$ cat src/hw/rtl/assert_macros.svh
// ---------------------------------------------------------------------------
// assert_macros.svh
// concurrent assertion helpers, compiled out for synthesis
// ---------------------------------------------------------------------------
`ifndef ASSERT_MACROS_SVH
`define ASSERT_MACROS_SVH
`ifndef SYNTHESIS
`define PSS_ASSERT_IMP(lbl, clk, rst_n, ante, cons) \
  lbl: assert property (@(posedge clk) disable iff (!rst_n) (ante) |-> (cons)) \
    else $error("assertion failed");
`define PSS_ASSERT_NXT(lbl, clk, rst_n, ante, cons) \
  lbl: assert property (@(posedge clk) disable iff (!rst_n) (ante) |=> (cons)) \
    else $error("assertion failed");
`else
`define PSS_ASSERT_IMP(lbl, clk, rst_n, ante, cons)
`define PSS_ASSERT_NXT(lbl, clk, rst_n, ante, cons)
`endif
`endif

$ cat src/hw/rtl/pss_pkg.sv
// ---------------------------------------------------------------------------
// pss_pkg
// shared codes, reset values and controller/datapath interface types
// ---------------------------------------------------------------------------
package pss_pkg;

  localparam int WAIT_DEPTH_DEF = 8;
  localparam int MAX_RESULTS    = 8;

  localparam logic [7:0]  CAP_RESET   = 8'd4;
  localparam logic [15:0] LIMIT_RESET = 16'd50;

  // configuration register indexes
  localparam logic REG_CAP   = 1'b0;
  localparam logic REG_LIMIT = 1'b1;

  typedef enum logic [1:0] {
    CMD_ARRIVE = 2'd0,
    CMD_LEAVE  = 2'd1,
    CMD_TICK   = 2'd2,
    CMD_NONE   = 2'd3
  } cmd_t;

  typedef enum logic [2:0] {
    EV_GRANTED     = 3'd0,
    EV_QUEUED      = 3'd1,
    EV_HANDED      = 3'd2,
    EV_TIMED_OUT   = 3'd3,
    EV_LIST_FULL   = 3'd4,
    EV_LEAVE_DONE  = 3'd5,
    EV_LEAVE_EMPTY = 3'd6
  } event_t;

  typedef struct packed {
    logic latch;
    logic do_arrive;
    logic do_leave;
    logic do_age;
    logic do_give;
    logic do_expire;
    logic idx_clr;
    logic idx_inc;
    logic pick_load;
  } pss_cmd_t;

  typedef struct packed {
    cmd_t cmd;
    logic held_zero;
    logic handover_ok;
    logic idx_in_range;
    logic idx_prio;
    logic idx_last;
    logic idx_exp;
    logic expire_last;
    logic res_full;
    logic out_free;
  } pss_sts_t;

endpackage

$ cat src/hw/rtl/pss_ctrl.sv
// ---------------------------------------------------------------------------
// pss_ctrl
// sequencer: accepts one beat, then steps the datapath through the
// arrive, leave/handover or tick/expire flow
// ---------------------------------------------------------------------------
module pss_ctrl
  import pss_pkg::*;
(
  input  logic     clk,
  input  logic     rst_n,
  input  logic     in_valid,
  output logic     in_ready,
  input  pss_sts_t sts,
  output pss_cmd_t ctl
);

  typedef enum logic [2:0] {
    ST_IDLE,
    ST_EXEC,
    ST_SCAN,
    ST_GIVE,
    ST_EXPIRE
  } state_t;

  state_t state_r, state_nxt;
  logic   in_ready_r;

  always_comb begin
    ctl       = '0;
    state_nxt = state_r;
    unique case (state_r)
      ST_IDLE: begin
        if (in_valid && in_ready_r) begin
          ctl.latch = 1'b1;
          state_nxt = ST_EXEC;
        end
      end
      ST_EXEC: begin
        unique case (sts.cmd)
          CMD_ARRIVE: begin
            if (sts.out_free) begin
              ctl.do_arrive = 1'b1;
              state_nxt     = ST_IDLE;
            end
          end
          CMD_LEAVE: begin
            if (sts.out_free) begin
              ctl.do_leave = 1'b1;
              ctl.idx_clr  = 1'b1;
              state_nxt    = (!sts.held_zero && sts.handover_ok) ? ST_SCAN : ST_IDLE;
            end
          end
          CMD_TICK: begin
            ctl.do_age  = 1'b1;
            ctl.idx_clr = 1'b1;
            state_nxt   = ST_EXPIRE;
          end
          CMD_NONE: begin
            state_nxt = ST_IDLE;
          end
        endcase
      end
      ST_SCAN: begin
        // oldest priority waiter, else the head of the list
        if (sts.idx_prio || sts.idx_last) begin
          ctl.pick_load = 1'b1;
          state_nxt     = ST_GIVE;
        end else begin
          ctl.idx_inc = 1'b1;
        end
      end
      ST_GIVE: begin
        if (sts.out_free) begin
          ctl.do_give = 1'b1;
          state_nxt   = ST_IDLE;
        end
      end
      ST_EXPIRE: begin
        priority if (!sts.idx_in_range || sts.res_full) begin
          state_nxt = ST_IDLE;
        end else if (sts.idx_exp) begin
          if (sts.out_free) begin
            ctl.do_expire = 1'b1;
            if (sts.expire_last) begin
              state_nxt = ST_IDLE;
            end
          end
        end else begin
          ctl.idx_inc = 1'b1;
        end
      end
      default: begin
        state_nxt = ST_IDLE;
      end
    endcase
  end

  always_ff @(posedge clk) begin
    if (!rst_n) begin
      state_r    <= ST_IDLE;
      in_ready_r <= 1'b1;
    end else begin
      state_r    <= state_nxt;
      in_ready_r <= (state_nxt == ST_IDLE);
    end
  end

  assign in_ready = in_ready_r;

endmodule

$ cat src/hw/rtl/pss_dpath.sv
// ---------------------------------------------------------------------------
// pss_dpath
// slot counter, ordered wait list with ages, scan pointer and result register
// ---------------------------------------------------------------------------
module pss_dpath
  import pss_pkg::*;
#(
  parameter int WAIT_DEPTH = WAIT_DEPTH_DEF
) (
  input  logic        clk,
  input  logic        rst_n,
  input  pss_cmd_t    ctl,
  output pss_sts_t    sts,
  input  logic [1:0]  in_command,
  input  logic        in_is_priority,
  input  logic [7:0]  in_requester_id,
  input  logic        cfg_we,
  input  logic        cfg_index,
  input  logic [15:0] cfg_wdata,
  input  logic        out_ready,
  output logic        out_valid,
  output logic [2:0]  out_event_res,
  output logic [7:0]  out_who_id,
  output logic        out_who_priority,
  output logic [7:0]  out_held_count,
  output logic        out_last
);

  localparam int IDX_W = (WAIT_DEPTH > 1) ? $clog2(WAIT_DEPTH) : 1;
  localparam int CNT_W = $clog2(WAIT_DEPTH + 1);
  localparam logic [CNT_W-1:0] FULL_FILL = CNT_W'(WAIT_DEPTH);
  localparam logic [3:0]       RES_MAX   = 4'(MAX_RESULTS);

  logic [7:0]       cap_r;
  logic [15:0]      limit_r;
  logic [7:0]       held_r;
  logic [CNT_W-1:0] fill_r;
  logic [CNT_W-1:0] idx_r;
  logic [IDX_W-1:0] pick_r;
  logic [3:0]       nres_r;
  cmd_t             cmd_r;
  logic             ipri_r;
  logic [7:0]       iid_r;

  logic        prio_r [WAIT_DEPTH];
  logic [7:0]  id_r   [WAIT_DEPTH];
  logic [15:0] age_r  [WAIT_DEPTH];
  logic        exp_r  [WAIT_DEPTH];

  logic        prio_up [WAIT_DEPTH];
  logic [7:0]  id_up   [WAIT_DEPTH];
  logic [15:0] age_up  [WAIT_DEPTH];
  logic        exp_up  [WAIT_DEPTH];
  logic [15:0] age_inc [WAIT_DEPTH];

  logic             out_valid_r;
  event_t           ev_r;
  logic [7:0]       who_id_r;
  logic             who_pri_r;
  logic [7:0]       held_out_r;
  logic             last_r;

  logic             out_free;
  logic             grant;
  logic             append;
  logic             remove;
  logic             handover_ok;
  logic             exp_after;
  logic             expire_last;
  logic             in_range;
  logic [IDX_W-1:0] idx_sel;
  logic [CNT_W-1:0] rem_pos;
  logic [7:0]       held_dec;
  logic [15:0]      lim_eff;

  logic             emit;
  event_t           ev_nxt;
  logic [7:0]       who_id_nxt;
  logic             who_pri_nxt;
  logic [7:0]       held_out_nxt;
  logic             last_nxt;

  // entry i takes entry i+1 when it or an entry below it leaves the list
  for (genvar g = 0; g < WAIT_DEPTH; g++) begin : g_up
    if (g < WAIT_DEPTH - 1) begin : g_mid
      assign prio_up[g] = prio_r[g+1];
      assign id_up[g]   = id_r[g+1];
      assign age_up[g]  = age_r[g+1];
      assign exp_up[g]  = exp_r[g+1];
    end else begin : g_top
      assign prio_up[g] = prio_r[g];
      assign id_up[g]   = id_r[g];
      assign age_up[g]  = age_r[g];
      assign exp_up[g]  = 1'b0;
    end
  end

  always_comb begin
    for (int i = 0; i < WAIT_DEPTH; i++) begin
      age_inc[i] = (age_r[i] == 16'hFFFF) ? age_r[i] : age_r[i] + 16'd1;
    end
  end

  // any expired waiter still queued behind the scan point
  always_comb begin
    exp_after = 1'b0;
    for (int i = 0; i < WAIT_DEPTH; i++) begin
      if (CNT_W'(i) > idx_r && CNT_W'(i) < fill_r && exp_r[i]) begin
        exp_after = 1'b1;
      end
    end
  end

  assign lim_eff     = (limit_r == 16'd0) ? 16'd1 : limit_r;
  assign out_free    = !out_valid_r || out_ready;
  assign held_dec    = held_r - 8'd1;
  assign grant       = held_r < cap_r;
  assign append      = ctl.do_arrive && !grant && (fill_r != FULL_FILL);
  assign remove      = ctl.do_give || ctl.do_expire;
  assign rem_pos     = ctl.do_give ? CNT_W'(pick_r) : idx_r;
  assign handover_ok = (fill_r != '0) && (held_dec < cap_r);
  assign idx_sel     = idx_r[IDX_W-1:0];
  assign in_range    = idx_r < fill_r;
  assign expire_last = (nres_r == RES_MAX - 4'd1) || !exp_after;

  always_comb begin
    sts              = '0;
    sts.cmd          = cmd_r;
    sts.held_zero    = (held_r == 8'd0);
    sts.handover_ok  = handover_ok;
    sts.idx_in_range = in_range;
    sts.idx_prio     = in_range && prio_r[idx_sel];
    sts.idx_last     = (idx_r == fill_r - CNT_W'(1));
    sts.idx_exp      = in_range && exp_r[idx_sel];
    sts.expire_last  = expire_last;
    sts.res_full     = (nres_r == RES_MAX);
    sts.out_free     = out_free;
  end

  // result beat selection
  always_comb begin
    emit         = 1'b0;
    ev_nxt       = EV_GRANTED;
    who_id_nxt   = iid_r;
    who_pri_nxt  = ipri_r;
    held_out_nxt = held_r;
    last_nxt     = 1'b1;
    priority if (ctl.do_arrive) begin
      emit = 1'b1;
      priority if (grant) begin
        ev_nxt       = EV_GRANTED;
        held_out_nxt = held_r + 8'd1;
      end else if (fill_r != FULL_FILL) begin
        ev_nxt = EV_QUEUED;
      end else begin
        ev_nxt = EV_LIST_FULL;
      end
    end else if (ctl.do_leave) begin
      emit        = 1'b1;
      who_id_nxt  = 8'd0;
      who_pri_nxt = 1'b0;
      if (held_r == 8'd0) begin
        ev_nxt = EV_LEAVE_EMPTY;
      end else begin
        ev_nxt       = EV_LEAVE_DONE;
        held_out_nxt = held_dec;
        last_nxt     = !handover_ok;
      end
    end else if (ctl.do_give) begin
      emit         = 1'b1;
      ev_nxt       = EV_HANDED;
      who_id_nxt   = id_r[pick_r];
      who_pri_nxt  = prio_r[pick_r];
      held_out_nxt = held_r + 8'd1;
    end else if (ctl.do_expire) begin
      emit        = 1'b1;
      ev_nxt      = EV_TIMED_OUT;
      who_id_nxt  = id_r[idx_sel];
      who_pri_nxt = prio_r[idx_sel];
      last_nxt    = expire_last;
    end else begin
      emit = 1'b0;
    end
  end

  always_ff @(posedge clk) begin
    if (!rst_n) begin
      cap_r       <= CAP_RESET;
      limit_r     <= LIMIT_RESET;
      held_r      <= 8'd0;
      fill_r      <= '0;
      idx_r       <= '0;
      nres_r      <= 4'd0;
      out_valid_r <= 1'b0;
    end else begin
      if (cfg_we) begin
        if (cfg_index == REG_CAP) begin
          cap_r <= cfg_wdata[7:0];
        end else begin
          limit_r <= cfg_wdata;
        end
      end

      priority if (ctl.do_arrive && grant) begin
        held_r <= held_r + 8'd1;
      end else if (ctl.do_leave && held_r != 8'd0) begin
        held_r <= held_dec;
      end else if (ctl.do_give) begin
        held_r <= held_r + 8'd1;
      end else begin
        held_r <= held_r;
      end

      priority if (append) begin
        fill_r <= fill_r + CNT_W'(1);
      end else if (remove) begin
        fill_r <= fill_r - CNT_W'(1);
      end else begin
        fill_r <= fill_r;
      end

      priority if (ctl.idx_clr) begin
        idx_r <= '0;
      end else if (ctl.idx_inc) begin
        idx_r <= idx_r + CNT_W'(1);
      end else begin
        idx_r <= idx_r;
      end

      priority if (ctl.idx_clr) begin
        nres_r <= 4'd0;
      end else if (ctl.do_expire) begin
        nres_r <= nres_r + 4'd1;
      end else begin
        nres_r <= nres_r;
      end

      priority if (emit) begin
        out_valid_r <= 1'b1;
      end else if (out_ready) begin
        out_valid_r <= 1'b0;
      end else begin
        out_valid_r <= out_valid_r;
      end
    end
  end

  // payload registers
  always_ff @(posedge clk) begin
    if (ctl.latch) begin
      cmd_r  <= cmd_t'(in_command);
      ipri_r <= in_is_priority;
      iid_r  <= in_requester_id;
    end
    if (ctl.pick_load) begin
      pick_r <= (in_range && prio_r[idx_sel]) ? idx_sel : '0;
    end
    if (emit) begin
      ev_r       <= ev_nxt;
      who_id_r   <= who_id_nxt;
      who_pri_r  <= who_pri_nxt;
      held_out_r <= held_out_nxt;
      last_r     <= last_nxt;
    end
    for (int i = 0; i < WAIT_DEPTH; i++) begin
      priority if (remove && CNT_W'(i) >= rem_pos) begin
        prio_r[i] <= prio_up[i];
        id_r[i]   <= id_up[i];
        age_r[i]  <= age_up[i];
        exp_r[i]  <= exp_up[i];
      end else if (append && CNT_W'(i) == fill_r) begin
        prio_r[i] <= ipri_r;
        id_r[i]   <= iid_r;
        age_r[i]  <= 16'd0;
        exp_r[i]  <= 1'b0;
      end else if (ctl.do_age) begin
        age_r[i] <= age_inc[i];
        exp_r[i] <= (age_inc[i] >= lim_eff);
      end else begin
        age_r[i] <= age_r[i];
        exp_r[i] <= exp_r[i];
      end
    end
  end

  assign out_valid        = out_valid_r;
  assign out_event_res    = ev_r;
  assign out_who_id       = who_id_r;
  assign out_who_priority = who_pri_r;
  assign out_held_count   = held_out_r;
  assign out_last         = last_r;

endmodule

$ cat src/hw/rtl/priority_slot_semaphore.sv
// ---------------------------------------------------------------------------
// priority_slot_semaphore
// counting semaphore with a two-class, arrival-ordered wait list
// ---------------------------------------------------------------------------
// One beat is worked on at a time: in_ready drops after a beat is taken and
// rises once its last result has been loaded into the output register, or
// once its work ends when it gives no result. Arrive and leave without
// handover are latched and then executed. A leave that hands its slot
// over scans the wait entries one at a time to find the oldest priority
// waiter (at most WAIT_DEPTH entries) and then hands the slot over.
// A tick first ages all waiters, then steps past or expels one wait entry at
// a time, with a finishing step unless its final step expels the last
// expired waiter. The single output register lets the next result load in
// the cycle the present one is taken; out_ready held low stalls the
// sequencer. Configuration writes go straight to the registers and should
// be made while the block is idle.
// ---------------------------------------------------------------------------
`include "assert_macros.svh"

module priority_slot_semaphore
  import pss_pkg::*;
#(
  parameter int WAIT_DEPTH = WAIT_DEPTH_DEF
) (
  input  logic        clk,
  input  logic        rst_n,
  input  logic        in_valid,
  output logic        in_ready,
  input  logic [1:0]  in_command,
  input  logic        in_is_priority,
  input  logic [7:0]  in_requester_id,
  output logic        out_valid,
  input  logic        out_ready,
  output logic [2:0]  out_event_res,
  output logic [7:0]  out_who_id,
  output logic        out_who_priority,
  output logic [7:0]  out_held_count,
  output logic        out_last,
  input  logic        cfg_we,
  input  logic        cfg_index,
  input  logic [15:0] cfg_wdata
);

  pss_cmd_t ctl;
  pss_sts_t sts;
  logic     dp_active;
  logic     handed_beat;
  logic     empty_beat;
  logic     empty_ok;

  pss_ctrl u_ctrl (
    .clk      (clk),
    .rst_n    (rst_n),
    .in_valid (in_valid),
    .in_ready (in_ready),
    .sts      (sts),
    .ctl      (ctl)
  );

  pss_dpath #(
    .WAIT_DEPTH (WAIT_DEPTH)
  ) u_dpath (
    .clk              (clk),
    .rst_n            (rst_n),
    .ctl              (ctl),
    .sts              (sts),
    .in_command       (in_command),
    .in_is_priority   (in_is_priority),
    .in_requester_id  (in_requester_id),
    .cfg_we           (cfg_we),
    .cfg_index        (cfg_index),
    .cfg_wdata        (cfg_wdata),
    .out_ready        (out_ready),
    .out_valid        (out_valid),
    .out_event_res    (out_event_res),
    .out_who_id       (out_who_id),
    .out_who_priority (out_who_priority),
    .out_held_count   (out_held_count),
    .out_last         (out_last)
  );

  assign dp_active   = ctl.do_give || ctl.do_expire || ctl.do_arrive || ctl.do_leave;
  assign handed_beat = out_valid && (out_event_res == EV_HANDED);
  assign empty_beat  = out_valid && (out_event_res == EV_LEAVE_EMPTY);
  assign empty_ok    = out_last && (out_who_id == 8'd0) && (out_held_count == 8'd0);

  // one beat in flight at a time
  `PSS_ASSERT_NXT(a_one_in_flight, clk, rst_n, in_valid && in_ready, !in_ready)
  // no list update or result while waiting for a new beat
  `PSS_ASSERT_IMP(a_idle_quiet, clk, rst_n, in_ready, !dp_active)
  // a handover always ends its leave
  `PSS_ASSERT_IMP(a_handed_last, clk, rst_n, handed_beat, out_last)
  // leave on an empty semaphore is a lone result with cleared tag
  `PSS_ASSERT_IMP(a_empty_leave, clk, rst_n, empty_beat, empty_ok)

endmodule
$ cat config.mk
export PLATFORM = sky130hd
export DESIGN_NAME = priority_slot_semaphore
export DESIGN_NICKNAME = d
export VERILOG_FILES = /design/src/hw/rtl/pss_pkg.sv /design/src/hw/rtl/pss_ctrl.sv /design/src/hw/rtl/pss_dpath.sv /design/src/hw/rtl/priority_slot_semaphore.sv
export VERILOG_INCLUDE_DIRS = /design/src /design/src/hw/rtl
export SDC_FILE = /design/constraint.sdc
export NUM_CORES = 1
export LEC_CHECK = 0
export BUFFER_PORTS_ARGS = -buffer_cell sky130_fd_sc_hd__buf_2
export CORE_UTILIZATION = 70
export CTS_BUF_LIST = sky130_fd_sc_hd__clkbuf_4 sky130_fd_sc_hd__clkbuf_8
export CTS_CLUSTER_SIZE = 8
export DETAILED_ROUTE_END_ITERATION = 7
export HOLD_SLACK_MARGIN = 0.05
export PLACE_DENSITY = 0.88
export SYNTH_ARGS = -nofsm -noshare
export SYNTH_HDL_FRONTEND = slang
export SYNTH_SLANG_ARGS = --single-unit
$ cat constraint.sdc
create_clock -name clk -period 8.8 [get_ports clk]
set_clock_uncertainty 0.15 [all_clocks]
set_input_delay 0.88 -clock clk [delete_from_list [all_inputs] [get_ports clk]]
set_output_delay 0.88 -clock clk [all_outputs]
set_load 0.03 [all_outputs]
; Word level (Yosys, flattened, before mapping)
; Memories as Yosys holds them, arrays and structs flattened. A register that Yosys moved wholly into a read port is not among the register bits.
; Cells that the tools add are included.
[totals]
regBits = 84
latch_bits = 0
ram_bits = 208
rom_bits = 0
inputBits = 33
out_inout_bits = 23
elab_cells = 474
memories = 4
[classes]
add_sub_neg = 14
n_mul = 0
div_mod_pow = 0
magnitude_cmp = 35
eq_ne = 26
shifts = 0
mux = 246
bitwise_logic = 66
reduce_logical = 65
[mem_list]
columns = name, depth, width, rd, rd_clocked_by_memory_dff, wr, line_no
row1 = u_dpath.age_r, 8, 16, 8, 0, 8, pss_dpath.sv:47  ; logic [15:0] age_r [WAIT_DEPTH];
row2 = u_dpath.id_r, 8, 8, 9, 2, 8, pss_dpath.sv:46  ; logic [7:0] id_r [WAIT_DEPTH];
row3 = u_dpath.exp_r, 8, 1, 9, 1, 8, pss_dpath.sv:48  ; logic exp_r [WAIT_DEPTH];
row4 = u_dpath.prio_r, 8, 1, 9, 2, 8, pss_dpath.sv:45  ; logic prio_r [WAIT_DEPTH];
[op_table]
columns = cell, n
row1 = 16-bit 2-to-1 mux, 33
row2 = 1-bit 2-to-1 mux, 160
row3 = 8-bit 2-to-1 mux, 19
row4 = "16-bit by 1-bit adder with 16-bit output, second input constant", 8
row5 = "16-bit equality test, second input constant", 8
row6 = 16-bit greater-or-equal comparator, 8
row7 = 3-bit 2-to-1 mux, 24
row8 = 1-bit OR, 64
row9 = 1-bit logical AND, 41
row10 = "3-bit by 4-bit equality test with 1-bit output, first input constant", 4
row11 = "3-bit by 4-bit greater-or-equal comparator with 1-bit output, first input constant", 4
row12 = "3-bit by 4-bit greater-than comparator with 1-bit output, first input constant", 4
row13 = 16-bit zero test, 1
row14 = "3-bit by 4-bit < comparator with 1-bit output, first input constant", 4
row15 = 8-bit < comparator, 2
row16 = 3-bit case mux with 5 select lines, 1
row17 = "4-bit by 1-bit adder with 4-bit output, second input constant", 3
row18 = 4-bit 2-to-1 mux, 3
row19 = 3-bit case mux with 4 select lines, 1
row20 = "8-bit by 1-bit adder with 8-bit output, second input constant", 1
row21 = "2-bit by 4-bit equality test with 1-bit output, first input constant", 2
row22 = "1-bit by 4-bit greater-or-equal comparator with 1-bit output, first input constant", 2
row23 = "2-bit by 4-bit greater-or-equal comparator with 1-bit output, first input constant", 2
row24 = "1-bit by 4-bit greater-than comparator with 1-bit output, first input constant", 2
row25 = other kinds (30), 51

; Longest topological paths before layout
; Gate-level depths: netlist of run 1.
[logic_depth]
depth_word = 19
mapped_depth = 14
depth_no_buf = 13

; Hierarchy
; Synthesis of run 1 repeated with hierarchy kept, for this count alone.
[unflattened]
cells_unflattened = 1966
area_unflattened_um2 = 20646.1
[modules_own_cells]
columns = mod, instances, cells_per_inst, area_per_inst_um2
row1 = pss_dpath, 1, 1922, 20293.2
row2 = pss_ctrl, 1, 44, 352.8

; Least setup slack after synthesis of run 1
; OpenSTA, ideal clock, no wires.
[synth_path]
kind = input port to flip-flop
startpoint = in out_ready
endpoint = mem u_dpath.age_r[6][0] (netlist: u_dpath.age_r[1][32]), enable pin
setup_ns = 0.397
arrival_time_ns = 3.057
setup_slack_ns = 5.197
cell_stages = 8
cell_sequence = nand2b_1 -> buf_2 -> and4b_1 -> clkbuf_1 -> buf_2 -> o31ai_1 -> and2_1 -> o211ai_1
[synth_rtl]
columns = element, line_no
row1 = from (decl), priority_slot_semaphore.sv:33  ; input logic out_ready,
row2 = to (decl), pss_dpath.sv:47

==> results.py, run 1 <==
metrics = {
    "grt": {
        "grt_pass1_wl_um": 91900,
        "grt_pass1_vias": 17013,
        "grt_max_degree": 70,
        "overflow": 0,
        "antenna_found_initial": 1,
        "grt_usage": 0.386,
    },
    "min_path": {
        "hold_path_class": "input pin to flop",
    },
    "job": {
        "maxCapViolCount": 0,
    },
    "synthesis": {
        "async_flop_share": 0,
        "syn-cell-area_sq_mm": 0.0207,
        "ys_seq_elements": 298,
        "yosysWarnings": 0,
        "syn-num-nets": 2235,
        "yosysTopAreaCellShare": 0.352,
        "yosys_most_used_dff": "edfxtp_1",
        "yosysUniqueCellTypes": 80,
        "synth_edf_count": 243,
        "ys_top_cells_by_area": "edfxtp_1 (35%), ha_1 (10%), dfxtp_1 (5.3%), mux2_2 (4.7%), mux4_2 (3.9%)",
        "yosys.area.top_type": "edfxtp_1",
        "ys_seq_area_frac": 0.405,
        "synthCells": 2032,
        "synth_area_per_cell_sq_um": 10.2,
    },
    "route": {
        "viasPerCell": 7.08,
        "routed_wl_um": 58700,
        "dr.first_iter.drc_count": 2348,
        "drc": 7,
        "routed-via-count": 17587,
        "avgRoutedWirePerCell_um": 23.6,
        "firstDrtPassIters": 8,
        "postRouteAntennaNets": 0,
    },
    "final_layout": {
        "antenna_cells": 0,
        "final_area_sq_mm": 0.0223,
        "final_nets": 2265,
        "drive_gt1_frac": 0.143,
        "final_util": 0.770,
        "most-common-layout-cells": "edfxtp_1 (243), nand2_1 (205), ha_1 (170), nor2_1 (138), a21oi_1 (123)",
        "final_common_cell": "edfxtp_1",
        "area_growth_pct": 7.45,
        "instances_no_fill": 2484,
    },
    "placement": {
        "place_congestion": 0.994,
        "port_buffers": 55,
        "hpwlAfterDp_um": 40600,
        "place_area_sq_mm": 0.0212,
        "dp.cells": 2393,
        "pre_cts_ws_ps": 4360,
    },
    "timing": {
        "fin_tns_setup_ps": 0,
        "setup_violations": 0,
        "fmax_mhz": 244,
        "worst_pin_slew_ps": 1130,
        "hold_viol_final": 0,
        "post-route-period-util": 0.465,
        "grt_setup_unrepaired": "false",
        "holdWs_ps": 277,
        "period_needed_ps": 4090,
        "slew_violations": 0,
        "finalWorstSetupSlack_ps": 4710,
        "max-slew-margin-rel": 0.241,
    },
    "cts": {
        "path_clk_slew_ps": 70,
        "cts_made_buffers": 51,
        "postCtsResizedCells": 0,
        "clockBufferDepth": 3,
        "cts.htree.levels": 2,
        "worstSkewPairLatency_ps": 640,
        "cts-hold-fix-buffers": 0,
        "clockRootBuffer": "clkbuf_8",
        "post_cts_buffers": 0,
        "cts.sinks": 298,
        "cts_tree": "built",
    },
    "critical_path": {
        "start_kind": "flop",
        "crit_fanout": 23,
        "worstPathArrival_ps": 4230,
        "endpoint_kind": "flop",
        "path_class": "flop to flop",
        "worstPathRequired_ps": 8940,
    },
    "floorplanning": {
        "dieWidth_um": 174,
        "pin_count": 56,
        "dieArea_sq_mm": 0.0303,
        "dieHeight_um": 174,
        "start_util": 0.716,
        "core_area_sq_mm": 0.0289,
        "rows": 62,
    },
    "power": {
        "power.density_mw_per_mm2": 143,
        "ir_worst_vdd_uv": 184,
        "power_leakage_nw": 8.49,
        "total_power_mw": 3.18,
    },
    "run_status": {
        "violations": "DRC",
        "status": "finished with violations",
    },
}
## synthesized netlist by cell type, types with 13 or more instances
master and number:
nand3_1 79, and2_1 14, nor2_1 138, nor4_1 23
nor3_1 54, nor2b_1 22, xnor2_1 61, o211ai_1 14
a211oi_1 20, a22o_1 18, dfxtp_1 55, and4_1 16
a21o_1 38, a31oi_1 13, ha_1 170, o2bb2ai_1 14
clkbuf_1 64, inv_1 56, mux4_2 36, o21ai_0 59
a21oi_1 123, and3_1 36, o21a_1 26, nand2b_1 65
nand4_1 38, edfxtp_1 243, mux2i_1 14, buf_2 25
mux2_2 86, o211a_1 39, nand2_1 205, xor2_1 43
## worst max-delay path, cell delays in order (launching register included)
cell and delay [ps]:
dfxtp_1 740, nand4_2 720, nor2_1 550, nand3_1 890
o211ai_1 400, buf_4 310
## flip-flops by register name, summed over array words and instances (netlist names), named ones only
register                  flops
u_dpath.held_r                8
u_dpath.nres_r                4
u_dpath.idx_r                 4
u_dpath.out_who_id            8
u_ctrl.state_r                3
u_dpath.prio_r                8
u_dpath.pick_r                3
u_dpath.out_last              1
u_dpath.iid_r                 8
u_dpath.id_r                 64
u_dpath.cmd_r                 2
u_dpath.out_valid             1
u_dpath.ipri_r                1
u_dpath.fill_r                4
u_ctrl.in_ready               1
u_dpath.out_held_count        8
u_dpath.out_who_priority      1
u_dpath.exp_r                 8
u_dpath.limit_r              16
u_dpath.out_event_res         3
u_dpath.age_r               128
u_dpath.cap_r                 8
## worst paths after layout
check | to | start | slack (ps) | depth (start not counted)
setup reg to reg | u_dpath.age_r[1][41] | u_ctrl.state_r[0] | 4710 | 5
hold reg to reg | u_dpath.cap_r[3] | u_dpath.cap_r[3] | 310 | 2
hold / removal | u_dpath.iid_r[6] | in_requester_id[6] | 280 | 1
setup / recovery | u_dpath.age_r[1][41] | u_ctrl.state_r[0] | 4710 | 5
## kinds of logic (layout without fill, tap and decap cells)
family | count (synthesis) | count (layout) | synth area share
AO/OA/AOI/OAI | 426 | 426 | 0.142
XOR/XNOR | 104 | 104 | 0.0439
adder cells (fa/ha/maj) | 170 | 170 | 0.103
buffers and inverters | 153 | 221 | 0.0299
flip-flops | 298 | 298 | 0.405
multiplexers | 148 | 148 | 0.0991
AND/OR/NAND/NOR | 733 | 733 | 0.177
## layer usage
metal  vias up  wire (um)  track usage
li1       7730          -            -
met1      8347      21800        0.504
met2      1270      27100        0.619
met3       238       7230       0.0853
met4         2       2580        0.168
met5         -         11            0
## layout make-up
| class | count | area [sq um] |
|---|---|---|
| Clock buffer | 78 | 955 |
| Clock inverter | 13 | 88.8 |
| Fill cell | 1848 | 6660 |
| Inverter | 58 | 218 |
| Multi-Input combinational cell | 1581 | 11700 |
| Sequential cell | 298 | 8400 |
| Tap cell | 384 | 480 |
| Timing Repair Buffer | 72 | 403 |
## report_power, final
part | switching, mW | internal (mW) | total (mW)
logic | 0.183 | 0.107 | 0.290
registers | 0.0350 | 1.55 | 1.58
clock network | 0.608 | 0.696 | 1.30
Power figures use the tool's default switching activity.
==> run 2, diff against run 1 <==
Settings changed: CORE_UTILIZATION 70 to 59, PLACE_DENSITY 0.88 to 0.79.
Clock period 8.8 ns to 3.34 ns, I/O delays scaled along.
==> results.py, run 2 (synthesized netlist as in run 1, its figures left out) <==
metrics = {
    "grt": {
        "antenna_found_initial": 0,
        "grt_max_degree": 43,
        "grt_usage": 0.337,
        "overflow": 0,
        "grt_pass1_wl_um": 95000,
        "grt_pass1_vias": 17957,
    },
    "route": {
        "routed_wl_um": 61700,
        "avgRoutedWirePerCell_um": 22.3,
        "routed-via-count": 18177,
        "drc": 0,
        "firstDrtPassIters": 5,
        "dr.first_iter.drc_count": 2190,
        "postRouteAntennaNets": 0,
        "viasPerCell": 6.59,
    },
    "critical_path": {
        "crit_fanout": 3,
        "path_class": "flop to flop",
        "reg2regPathDepth": 12,
        "rrSetupSlack_ps": 40,
        "r2r-start": "u_dpath.age_r[1][25]",
        "cp_cell_sequence": "nand2_1, or3_4, o21ai_4, nor2_1, xor2_1, ha_1, and4_1, a2111oi_2, o21ai_1, a221oi_2, o211a_1, nor3_1",
        "start_kind": "flop",
        "worstPathArrival_ps": 3550,
        "endpoint_kind": "flop",
        "r2r_end": "u_dpath.exp_r[5]",
        "cp_slowest_cell": "or3_4",
        "max_stage_delay_ps": 450,
        "worstPathRequired_ps": 3590,
    },
    "cts": {
        "cts.htree.levels": 2,
        "cts.sinks": 298,
        "cts_made_buffers": 51,
        "cts_tree": "built",
        "clockRootBuffer": "clkbuf_8",
        "clockBufferDepth": 3,
        "path_clk_slew_ps": 60,
        "worstSkewPairLatency_ps": 680,
    },
    "min_path": {
        "min_from": "out_ready",
        "whs_path_depth": 3,
        "hold_end": "u_dpath.out_valid",
        "hold_path_class": "input pin to flop",
    },
    "placement": {
        "port_buffers": 55,
        "dp.cells": 2611,
        "hpwlAfterDp_um": 41800,
        "place_area_sq_mm": 0.0225,
        "place_congestion": 0.914,
        "pre_cts_ws_ps": -318,
    },
    "floorplanning": {
        "dieHeight_um": 189,
        "start_util": 0.600,
        "rows": 68,
        "core_area_sq_mm": 0.0345,
        "pin_count": 56,
        "dieWidth_um": 189,
        "dieArea_sq_mm": 0.0359,
    },
    "power": {
        "power.density_mw_per_mm2": 349,
        "ir_worst_vdd_uv": 446,
        "power_leakage_nw": 9.58,
    },
    "final_layout": {
        "regMostFlops": "u_dpath.age_r",
        "final_util": 0.705,
        "area_growth_pct": 17.5,
        "final_nets": 2470,
        "drive_gt1_frac": 0.224,
        "most-common-layout-cells": "edfxtp_1 (243), nand2_1 (201), buf_4 (179), ha_1 (168), nor2_1 (137)",
        "instances_no_fill": 2760,
        "final_area_sq_mm": 0.0244,
        "largest_reg_flops": 128,
        "antenna_cells": 0,
        "largestRegisters": "u_dpath.age_r (128), u_dpath.id_r (64), u_dpath.limit_r (16)",
        "final_common_cell": "edfxtp_1",
    },
    "timing": {
        "slew_violations": 0,
        "setup_violations": 0,
        "hold_viol_final": 0,
        "period_needed_ps": 3300,
        "post-route-period-util": 0.988,
        "fmax_mhz": 303,
        "finalWorstSetupSlack_ps": 41.5,
        "max-slew-margin-rel": 0.311,
        "worst_pin_slew_ps": 1030,
        "grt_setup_unrepaired": "true",
        "holdWs_ps": 236,
    },
    "run_status": {
        "status": "completed",
    },
    "job": {
        "maxCapViolCount": 0,
    },
}
## run 2: worst max-delay path by stage
stage	start	to	cells past startpoint
detailed placement	u_dpath.age_r[0][36]	u_dpath.exp_r[2]	12
global route	u_dpath.age_r[1][25]	u_dpath.exp_r[5]	12
CTS	u_dpath.age_r[0][38]	u_dpath.exp_r[2]	12
finish	u_dpath.age_r[1][25]	u_dpath.exp_r[5]	12
floorplan	u_dpath.fill_r[3]	u_dpath.age_r[0][0]	11
global placement	u_dpath.age_r[0][35]	u_dpath.exp_r[2]	12
## run 2: per-layer routing
layer / vias up / share of wire / wire length (um) / GRT usage
li1: 8156 / - / - / -
met1: 8717 / 0.39 / 23900 / 0.431
met2: 1048 / 0.47 / 28800 / 0.548
met3: 256 / 0.091 / 5590 / 0.0521
met4: 0 / 0.055 / 3360 / 0.185
met5: - / 0 / 0 / 0
## run 2: layout make-up
type / instances / area [sq um]
Clock buffer: 82 / 972
Clock inverter: 9 / 70.1
Fill cell: 2501 / 10200
Inverter: 58 / 218
Multi-Input combinational cell: 1581 / 12000
Sequential cell: 298 / 8400
Tap cell: 455 / 569
Timing Repair Buffer: 277 / 2090
## run 2: stage by stage
step	TNS, ps	total power, mW
floorplan	-186	4.74
global placement	-162	5.00
detailed placement	-490	5.03
CTS	-44.6	8.49
global route	-163	8.76
finish	0	8.50
## run 2: where the power goes
group	internal (mW)	switching [mW]	total [mW]
Sequential	4.08	0.0752	4.15
Combinational	0.368	0.534	0.902
Clock	1.85	1.60	3.45
Total	6.30	2.21	8.50
## run 2: critical path, delay by kind of cell (launching register included)
kind	cells	cell delay (ps)
AO/OA/AOI/OAI	5	1130
XOR/XNOR	1	230
adder cells (fa/ha/maj)	1	300
flip-flops	1	370
AND/OR/NAND/NOR	5	890
## run 2: what timing repair did
action	4_1_cts	5_1_grt
setup buffers	5	16
pin swaps	12	31
hold buffers	37	0
hold endpoints to repair	43	0
gates resized for setup	20	48
setup endpoints to repair	3	9
==> run 3, diff against run 2 <==
Settings changed: BUFFER_PORTS_ARGS -buffer_cell sky130_fd_sc_hd__buf_2 to -buffer_cell sky130_fd_sc_hd__buf_4, GPL_ROUTABILITY_DRIVEN from default to 0.
==> results.py, run 3 (synthesized netlist as in run 1, its figures left out) <==
metrics = {
    "critical_path": {
        "start_kind": "flop",
        "reg2regPathDepth": 11,
        "crit_fanout": 3,
        "worstPathArrival_ps": 3590,
        "worst_path_most_repeated_cell": "o21ai_1",
        "rrSetupSlack_ps": 5,
        "crit_buf_inv": 0,
        "crit_start": "u_dpath.age_r[0][51]",
        "path_delay_family": "compound AO/OA/AOI/OAI gates",
        "r2r-start": "u_dpath.age_r[0][51]",
        "worstPathRequired_ps": 3600,
        "cp_slowest_cell": "nor4_4",
        "cp_cell_sequence": "nand4_1, nor4_4, a211oi_2, xor2_1, ha_1, and4_1, a2111oi_2, o21ai_1, a221oi_2, o21ai_1, o211a_1",
        "path_class": "flop to flop",
        "max_stage_delay_ps": 440,
        "r2r_end": "u_dpath.exp_r[3]",
        "endpoint_kind": "flop",
    },
    "grt": {
        "grtUsageMet3": 0.0639,
        "grt_usage": 0.344,
        "grt_busiest_layer": "met2",
        "grt_pass1_vias": 17782,
        "met2_usage": 0.563,
        "antenna_found_initial": 0,
        "met1_usage": 0.434,
        "grt_max_degree": 51,
        "grt_pass1_wl_um": 96300,
        "overflow": 0,
    },
    "final_layout": {
        "area_growth_pct": 17.7,
        "final_common_cell": "edfxtp_1",
        "multi_input_area_sq_mm": 0.0120,
        "drive_gt1_frac": 0.216,
        "final_util": 0.706,
        "largest_reg_flops": 128,
        "most-common-layout-cells": "edfxtp_1 (243), buf_4 (232), nand2_1 (203), ha_1 (168), nor2_1 (137)",
        "fillers": 2424,
        "regArea_sq_mm": 0.00840,
        "final_nets": 2468,
        "regMostFlops": "u_dpath.age_r",
        "antenna_cells": 0,
        "largestRegisters": "u_dpath.age_r (128), u_dpath.id_r (64), u_dpath.limit_r (16)",
        "instances_no_fill": 2760,
    },
    "run_status": {
        "status": "completed",
    },
    "cts": {
        "cts.sinks": 298,
        "clockBufferDepth": 3,
        "cts.htree.levels": 2,
        "clockRootBuffer": "clkbuf_8",
        "cts_tree": "built",
        "path_clk_slew_ps": 60,
        "cts_made_buffers": 52,
        "worstSkewPairLatency_ps": 670,
    },
    "power": {
        "p_sw_mw": 2.26,
        "power_leakage_nw": 9.58,
        "ir_worst_vdd_uv": 552,
        "swShare": 0.267,
        "pwr-share-clk": 0.402,
        "pwr-share-seq": 0.489,
        "intPower_mw": 6.22,
        "power.density_mw_per_mm2": 348,
        "p_comb_frac": 0.109,
    },
    "route": {
        "avgRoutedWirePerCell_um": 22.7,
        "routed_wl_um": 62800,
        "postRouteAntennaNets": 0,
        "drc": 0,
        "dr.first_iter.drc_count": 2207,
        "routed-via-count": 18183,
        "viasPerCell": 6.59,
        "firstDrtPassIters": 6,
    },
    "timing": {
        "setup_violations": 0,
        "grt_setup_unrepaired": "true",
        "post-route-period-util": 0.999,
        "worst_pin_slew_ps": 1080,
        "finalWorstSetupSlack_ps": 4.90,
        "fmax_mhz": 300,
        "max-slew-margin-rel": 0.280,
        "hold_viol_final": 0,
        "period_needed_ps": 3340,
        "fin_tns_setup_ps": 0,
        "slew_violations": 0,
    },
    "min_path": {
        "min_from": "in_requester_id[6]",
        "hold_path_class": "input pin to flop",
        "whs_path_depth": 2,
        "hold_end": "u_dpath.iid_r[6]",
    },
    "floorplanning": {
        "pin_count": 56,
        "dieHeight_um": 189,
        "start_util": 0.600,
        "dieWidth_um": 189,
        "dieArea_sq_mm": 0.0359,
        "rows": 68,
        "core_area_sq_mm": 0.0345,
    },
    "placement": {
        "dp.cells": 2612,
        "hpwlAfterDp_um": 43200,
        "pre_cts_ws_ps": -182,
        "port_buffers": 55,
    },
    "job": {
        "maxCapViolCount": 0,
    },
}
[run 3: metrics by stage]
step / power (mW) / hold slack, ps / cell area [sq um]
after detailed placement: 5.06 / 298 / 22600
final: 8.48 / 231 / 24400
after global routing: 8.74 / 209 / 24400
after global placement: 5.02 / 297 / 22600
after CTS: 8.46 / 194 / 24100
after floorplan: 4.74 / 283 / 20700
[run 3: power by group through the flow]
stage | sequential [mW] | clock [mW] | combinational [mW]
6_report | 4.15 | 3.41 | 0.922
5_1_grt | 4.16 | 3.59 | 0.998
4_1_cts | 4.15 | 3.43 | 0.881
3_5_place_dp | 4.22 | 0 | 0.834
3_3_place_gp | 4.22 | 0 | 0.801
2_1_floorplan | 4.23 | 0 | 0.513
[run 3: worst max-delay path by stage]
stage                                      to  slack, ps  depth (start not counted)
after floorplan           u_dpath.age_r[0][0]        -10                         11
after global placement       u_dpath.exp_r[2]        -20                         13
after detailed placement     u_dpath.exp_r[3]       -180                         12
after CTS                    u_dpath.exp_r[3]         -7                         11
after global routing         u_dpath.exp_r[2]       -120                         12
final                        u_dpath.exp_r[3]          5                         11
[run 3: per-layer routing]
metal,vias up,routed length (um)
met5,-,0
met2,1138,29600
met3,250,6020
met1,8647,24000
met4,0,3200
li1,8148,-
[run 3: repair_timing]
item | in CTS | in global routing
pin swaps | 8 | 21
hold endpoints to repair | 45 | 0
endpoints found under the setup margin | 3 | 8
hold buffers | 37 | 0
resized for setup | 18 | 33
setup buffers | 3 | 14
[run 3: layout make-up]
type / count / share of cell area
well taps: 455 / 0.0233
clock inverters: 21 / 0.00508
flip-flops and latches: 298 / 0.344
clock buffers: 73 / 0.0368
inverters: 58 / 0.00892
multi-input cells: 1581 / 0.491
repair buffers: 274 / 0.0907
